File: src/rtl/mcc_pkg.sv
// mcc_pkg: shared constants, command codes and control structs for min_coin_change.
// No dependencies; imported by every module of the block.
package mcc_pkg;

    localparam int DEF_MAX_COINS  = 16;
    localparam int DEF_MAX_TARGET = 4095;

    localparam int VAL_W  = 12;
    localparam int BEST_W = 13;

    // All ones marks a sum that no coin combination reaches
    localparam logic [BEST_W-1:0] NO_WAY = {BEST_W{1'b1}};

    // Item command codes
    localparam logic CMD_LOAD  = 1'b0;
    localparam logic CMD_SOLVE = 1'b1;

    // Controller to datapath commands
    typedef struct packed {
        logic load;    // store one coin
        logic start;   // latch target of a solve item
        logic init;    // write entry 0, reset sum and coin index
        logic issue;   // read one coin, advance coin index
        logic store;   // write entry for current sum, advance sum
        logic emit;    // load output register, clear coin list
    } dp_cmd_t;

    // Datapath to controller status
    typedef struct packed {
        logic in_solve;
        logic tgt_bad;
        logic coins_empty;
        logic k_last;
        logic sum_last;
        logic out_free;
    } dp_status_t;

endpackage

File: src/rtl/mcc_ctrl.sv
// mcc_ctrl: sequencer for load and solve items of min_coin_change.
// Depends on mcc_pkg; drives mcc_datapath through dp_cmd_t.
module mcc_ctrl
    import mcc_pkg::*;
(
    input  logic       aclk,
    input  logic       aresetn,
    input  logic       s_valid,
    output logic       s_ready,
    input  dp_status_t status,
    output dp_cmd_t    cmd
);

    typedef enum logic [2:0] {
        ST_IDLE,
        ST_INIT,
        ST_ISSUE,
        ST_DRAIN1,
        ST_DRAIN2,
        ST_DONE
    } state_t;

    state_t state_reg, state_next;
    logic   accept;

    assign s_ready = (state_reg == ST_IDLE);
    assign accept  = s_valid && s_ready;

    // Next state and datapath commands
    always_comb begin
        state_next = state_reg;
        cmd        = '0;
        unique case (state_reg)
            ST_IDLE: begin
                if (accept && !status.in_solve) begin
                    cmd.load = 1'b1;
                end else if (accept) begin
                    cmd.start  = 1'b1;
                    state_next = status.tgt_bad ? ST_DONE : ST_INIT;
                end
            end
            ST_INIT: begin
                cmd.init   = 1'b1;
                state_next = status.coins_empty ? ST_DRAIN1 : ST_ISSUE;
            end
            ST_ISSUE: begin
                cmd.issue = 1'b1;
                if (status.k_last) begin
                    state_next = ST_DRAIN1;
                end
            end
            ST_DRAIN1: begin
                state_next = ST_DRAIN2;
            end
            ST_DRAIN2: begin
                cmd.store = 1'b1;
                if (status.sum_last) begin
                    state_next = ST_DONE;
                end else begin
                    state_next = status.coins_empty ? ST_DRAIN1 : ST_ISSUE;
                end
            end
            ST_DONE: begin
                if (status.out_free) begin
                    cmd.emit   = 1'b1;
                    state_next = ST_IDLE;
                end
            end
            default: begin
                state_next = ST_IDLE;
            end
        endcase
    end

    // State register
    always_ff @(posedge aclk) begin
        if (!aresetn) begin
            state_reg <= ST_IDLE;
        end else begin
            state_reg <= state_next;
        end
    end

endmodule

File: config.mk
export PLATFORM = sky130hd
export DESIGN_NAME = mcc_ctrl
export DESIGN_NICKNAME = d
export VERILOG_FILES = /design/src/rtl/mcc_pkg.sv /design/src/rtl/mcc_ctrl.sv
export SDC_FILE = /design/constraint.sdc
export NUM_CORES = 1
export LEC_CHECK = 0
export BUFFER_PORTS_ARGS = -buffer_cell sky130_fd_sc_hd__buf_4
export CAP_MARGIN = 20
export CORE_AREA = 4 4 41 43
export CTS_CLUSTER_SIZE = 16
export DETAILED_ROUTE_END_ITERATION = 16
export DIE_AREA = 0 0 45 47
export HOLD_SLACK_MARGIN = 0.15
export PLACE_DENSITY = 0.51
export SETUP_SLACK_MARGIN = 0.5
export SYNTH_ARGS = -nofsm -noshare
export SYNTH_HDL_FRONTEND = slang
export SYNTH_SLANG_ARGS = --single-unit
File: constraint.sdc
create_clock -name aclk -period 3.05 [get_ports aclk]
set_input_delay 0.61 -clock aclk [delete_from_list [all_inputs] [get_ports aclk]]
set_output_delay 0.61 -clock aclk [all_outputs]
set_load 0.05 [all_outputs]
==> results of run 1 <==
[through the flow]
| stage | hold slack, ns | setup slack (ns) | cell area [um2] |
|---|---|---|---|
| after global placement | 0.677 | 1.35 | 360 |
| after global routing | 0.579 | 0.967 | 387 |
| after CTS | 0.590 | 1.08 | 387 |
| final | 0.597 | 1.12 | 387 |
| after floorplan | 0.548 | 0.673 | 250 |
| after detailed placement | 0.663 | 1.35 | 360 |
[cell families (layout without fill, tap and decap cells)]
| group | count (synthesis) | count (layout) | synth area share (%) |
|---|---|---|---|
| and+or+nand+nor | 17 | 17 | 37.1 |
| buffers and inverters | 5 | 21 | 12.9 |
| AOI/OAI and AO/OA | 9 | 9 | 21.1 |
| DFF | 3 | 3 | 24.7 |
| muxes | 1 | 1 | 4.12 |
[cells in the final DEF, fill, tap and decap left out]
cell and n:
a211oi_1 1, a21oi_1 2, a31oi_1 1, and2_1 1, and3_1 2, buf_4 15, clkbuf_1 1, clkbuf_4 3
dfxtp_1 3, inv_1 1, inv_4 1, mux2i_1 1, nand2_1 4, nand4b_1 1, nor2_1 1, nor2_2 1
nor2b_1 1, nor3_1 3, nor3_2 1, nor3b_1 1, o21a_1 1, o21ai_0 1, o21ai_1 3, or3_1 1
[layout make-up]
type / instances / area, um2
Timing Repair Buffer: 15 / 113
Multi-Input combinational cell: 27 / 159
Fill cell: 153 / 915
Clock buffer: 4 / 26.3
Inverter: 2 / 10.0
Sequential cell: 3 / 60.1
Tap cell: 15 / 18.8
[power breakdown]
part,switching (uW),internal (uW)
clock network,21.1,49.1
registers,36.0,53.6
logic,161,88.3
total,218,191
[worst min-delay path by stage]
| stage | from | to | slack (ns) | depth (start not counted) |
|---|---|---|---|---|
| after floorplan | state_reg[1] | state_reg[0] | 0.55 | 3 |
| after global placement | state_reg[2] | state_reg[0] | 0.68 | 2 |
| after detailed placement | state_reg[2] | state_reg[0] | 0.66 | 2 |
| after CTS | aresetn | state_reg[1] | 0.59 | 2 |
| after global routing | aresetn | state_reg[1] | 0.58 | 2 |
| final | aresetn | state_reg[1] | 0.60 | 2 |
[layer usage]
metal	wire [um]	up-vias	track usage, %
li1	-	156	-
met1	300	128	8.37
met2	281	12	9.32
met3	69	2	5.75
met4	19	0	8.77
met5	0	-	0
[cells in the mapped netlist]
master    instances
a211oi_1          1
a21oi_1           2
a31oi_1           1
and2_1            1
and3_1            2
buf_2             2
buf_6             1
dfxtp_1           3
inv_1             1
inv_4             1
mux2i_1           1
nand2_1           4
nand4b_1          1
nor2_1            2
nor2b_1           1
nor3_1            4
nor3b_1           1
o21a_1            1
o21ai_0           1
o21ai_1           3
or3_1             1
==> out/qor.yml, run 1 <==
detailed_routing:
  routedWlPerCell_um: 10.2
  drt_wl_total_um: 670
  firstDrtPassIters: 4
  initialDrtViolationCount: 8
  via_per_inst: 4.52
  antenna_left: 0
  drc: 0
  vias: 298
clock_network:
  cts_root_buffer: "clkbuf_4"
  hold_buffers: 0
  cts.sinks: 3
  postCtsResizedCells: 0
  cts_setup_buffers: 0
  cts_made_buffers: 3
  path_clk_slew_ns: 0.04
  clk_latency_ns: 0.23
  htreeDepth: 1
  cts_tree: "built"
  clock_path_buffers: 2
floorplanning:
  fp.dieW_um: 45
  rows: 13
  die-area_um2: 2120
  initial_core_util_pct: 18.7
  ios: 16
  die_h_um: 47
  core_um2: 1300
worst_setup_path:
  worstPathBufferInverterCount: 1
  critPathLaunchType: "flip-flop"
  slowest_delay_ns: 0.51
  reg2reg_depth: 4
  end_kind: "output pin"
  path_cells: "nor3b_1 -> buf_4"
  worstReg2RegEnd: "state_reg[1]"
  cp.arrival_ns: 1.32
  r2r_start: "state_reg[2]"
  startpoint: "state_reg[1]"
  reg2reg_slack_ns: 1.81
  crit_fanout: 11
  cpLargestDelayFamily: "flip-flops"
  required_ns: 2.44
  cp.depth: 2
  critPathSlowestCell: "dfxtp_1"
  critPathKind: "reg -> out"
  crit_end: "cmd[2]"
power:
  p_per_area_nw_per_um2: 1060
  vdd.ir_drop.worst_uv: 303
  fin_total_pwr_uw: 409
  p_leak_uw: 0.000179
placed_design:
  dpl.cell_count: 62
  gp_congestion: 0.707
  port_buffers: 15
timing:
  layout_min_cycle_time_ns: 1.93
  max_slew_margin_pct: 77.2
  max_freq_ghz: 0.517
  finalMaxSlewViolations: 0
  setup_viol: 0
  finClkSkew_ns: 0.000958
  rsz0062_at_grt: "no"
  tightest_slew_ns: 0.342
  min_period_over_period_pct: 63.4
  finalHoldViolCount: 0
  tns_ns: 0
layout:
  instances_no_fill: 66
  drive_gt1_share_pct: 41.2
  nets: 61
  fin_util_pct: 29.7
  largest_reg_flops: 3
  antenna-diode-count: 0
  area_growth_pct: 59.3
global_routing:
  grt_start_max_net_pins: 12
  overflow: 0
  grt_pass1_vias: 274
  antenna_found_initial: 0
  gr-usage-all-layers_pct: 7.89
  grt_first_pass_wirelength_um: 1060
synthesis:
  yosysWarnings: 0
  synth_top_area_share_pct: 24.7
  synth.area.top_cells: "dfxtp_1 (25%), nor3_1 (8.2%), o21ai_1 (6.2%)"
  syn_inst: 35
  syn_area_per_cell_um2: 6.94
  ys_seq_area_share_pct: 24.7
  syn_area_um2: 243
  synth-seq-cells: 3
  synth_cell_types: 21
  synth_top_area_cell: "dfxtp_1"
  syn-num-nets: 44
min_path:
  hp-class: "in -> reg"
outcome:
  outcome: "completed"
job:
  max_cap_viol_count: 0
Note: power is estimated with default switching activity, not from simulation.
==> inputs of run 2 (changes only) <==
Settings changed: ABC_AREA from default to 1.
Clock period 3.05 ns to 1.9 ns, I/O delays scaled along.
==> run 2 against run 1 <==
  * Non-clock buffer count increased by 3
  * Clock-buffer cell count unchanged
  * First-iteration DRC count increased by 38%
  * Area after synthesis decreased by 2.6%
  * Routed wire length increased by 7.5%
  * Critical endpoint is now cmd[4]
  * Synthesized cell count increased by 20%
==> out/qor.yml, run 2 <==
clock_network:
  hold_buffers: 0
  cts_made_buffers: 3
  clock_path_buffers: 2
  htreeDepth: 1
  clk_latency_ns: 0.23
  cts_tree: "built"
  cts.sinks: 3
  path_clk_slew_ns: 0.04
  cts_root_buffer: "clkbuf_4"
synthesis:
  syn_area_um2: 236
  syn_inst: 42
  synth-seq-cells: 3
  synth_top_area_cell: "dfxtp_1"
  synthArstFlopShare_pct: 0
  synthFlopType: "dfxtp_1"
  synth_most_common_cell: "nor2_1"
  yosys-top-cells-count: "nor2_1 (12), nand2_1 (9), inv_1 (6)"
  ys_seq_area_share_pct: 25.4
  syn-num-nets: 51
  syn_area_per_cell_um2: 5.63
  synth.area.top_cells: "dfxtp_1 (25%), nor2_1 (19%), nand2_1 (14%)"
  yosysWarnings: 0
  synth_top_area_share_pct: 25.4
  synth_cell_types: 12
  synth_edf_count: 0
timing:
  finalHoldViolCount: 0
  max_freq_ghz: 0.652
  tns_ns: 0
  layout_min_cycle_time_ns: 1.53
  tightest_slew_ns: 0.164
  finalMaxSlewViolations: 0
  finClkSkew_ns: 0.00135
  setup_viol: 0
  rsz0062_at_grt: "yes"
  min_period_over_period_pct: 80.8
  max_slew_margin_pct: 89.0
global_routing:
  grt_pass1_vias: 283
  grt_start_max_net_pins: 7
  overflow: 0
  grt_first_pass_wirelength_um: 1150
  antenna_found_initial: 0
  gr-usage-all-layers_pct: 7.81
detailed_routing:
  initialDrtViolationCount: 11
  antenna_left: 0
  drc: 0
  firstDrtPassIters: 2
  drt_wl_total_um: 720
  routedWlPerCell_um: 9.11
  via_per_inst: 4.09
  vias: 323
worst_setup_path:
  crit_fanout: 4
  cp.arrival_ns: 1.15
  r2r_start: "state_reg[1]"
  required_ns: 1.52
  critPathLaunchType: "flip-flop"
  startpoint: "state_reg[1]"
  end_kind: "output pin"
  critPathKind: "reg -> out"
power:
  internal-power_uw: 463
  vdd.ir_drop.worst_uv: 862
  p_leak_uw: 0.000255
  comb_power_share_pct: 71.1
  seq_power_share_pct: 16.9
  p_per_area_nw_per_um2: 1840
  switchingPower_uw: 471
  pwr-share-clk_pct: 12.1
  swShare_pct: 50.4
job:
  max_cap_viol_count: 0
floorplanning:
  rows: 13
  fp.dieW_um: 45
  core_um2: 1300
  die-area_um2: 2120
  die_h_um: 47
  initial_core_util_pct: 18.2
  ios: 16
outcome:
  outcome: "completed"
layout:
  area_growth_pct: 115
  nFillCells: 144
  mostFrequentLayoutCells: "buf_4 (11), nand2_1 (8), nor2_1 (8)"
  layout_commonest_cell: "buf_4"
  instances_no_fill: 79
  fin_util_pct: 39.0
  largest_reg_flops: 3
  nets: 74
  drive_gt1_share_pct: 62.5
  antenna-diode-count: 0
placed_design:
  dpl.cell_count: 72
  port_buffers: 15
  place_hpwl_um: 536
  gp_congestion: 0.767
min_path:
  hp-class: "in -> reg"
  worstHoldStart: "aresetn"
-- run 2: path summary, 6_finish.rpt --
check	slack, ns	to	cells after the start
min reg2reg	0.64	state_reg[0]	4
min	0.37	state_reg[1]	2
max	0.37	cmd[4]	4
max reg2reg	0.76	state_reg[2]	7
-- run 2: worst max-delay path, stage by stage, from the launching register on --
cell and delay [ns]:
dfxtp_4 0.35, nor3_4 0.20, nand2_2 0.12, nor2_4 0.09
buf_6 0.16
-- run 2: cells by family (layout without fill, tap and decap cells) --
kind of cell	Yosys count	after routing	synth area share, %
AND/OR/NAND/NOR	29	29	54.5
buffers and inverters	8	30	12.7
flip-flops	3	3	25.4
AO/OA/AOI/OAI	2	2	7.41
-- run 2: layer usage --
| metal | routed length [um] | GRT usage (%) | up-vias |
|---|---|---|---|
| met4 | 0 | 5.26 | 0 |
| met3 | 73 | 3.83 | 0 |
| met1 | 336 | 9.52 | 132 |
| met2 | 310 | 10.7 | 17 |
| met5 | 0 | 0 | - |
| li1 | - | - | 174 |
-- run 2: power by group through the flow --
| stage | Clock (uW) | Combinational (uW) | Sequential [uW] |
|---|---|---|---|
| 5_1_grt | 132 | 711 | 164 |
| 2_1_floorplan | 0 | 397 | 134 |
| 4_1_cts | 121 | 622 | 145 |
| 3_5_place_dp | 0 | 521 | 140 |
| 6_report | 113 | 663 | 158 |
| 3_3_place_gp | 0 | 526 | 141 |
-- run 2: timing repair --
action | in CTS | in global routing
setup endpoints to repair | 7 | 7
buffers inserted | 2 | 1
resized for setup | 12 | 9
pin swaps | 3 | 3
hold endpoints to repair | 0 | 0
-- run 2: through the flow --
stage	setup slack, ns	power, uW	area (um2)	hold slack [ns]
floorplan	0.125	531	265	0.508
global placement	0.508	667	397	0.602
detailed placement	0.491	661	397	0.598
CTS	0.354	888	475	0.363
global route	0.277	1010	508	0.376
finish	0.365	934	508	0.375
-- run 2: final cells by class --
type | instances | area [um2] | share of cell area [%]
clock buffers | 4 | 26.3 | 5.17
multi-input cells | 31 | 185 | 36.5
repair buffers | 18 | 176 | 34.7
well taps | 15 | 18.8 | 3.69
flip-flops and latches | 3 | 71.3 | 14.0
inverters | 8 | 30.0 | 5.91
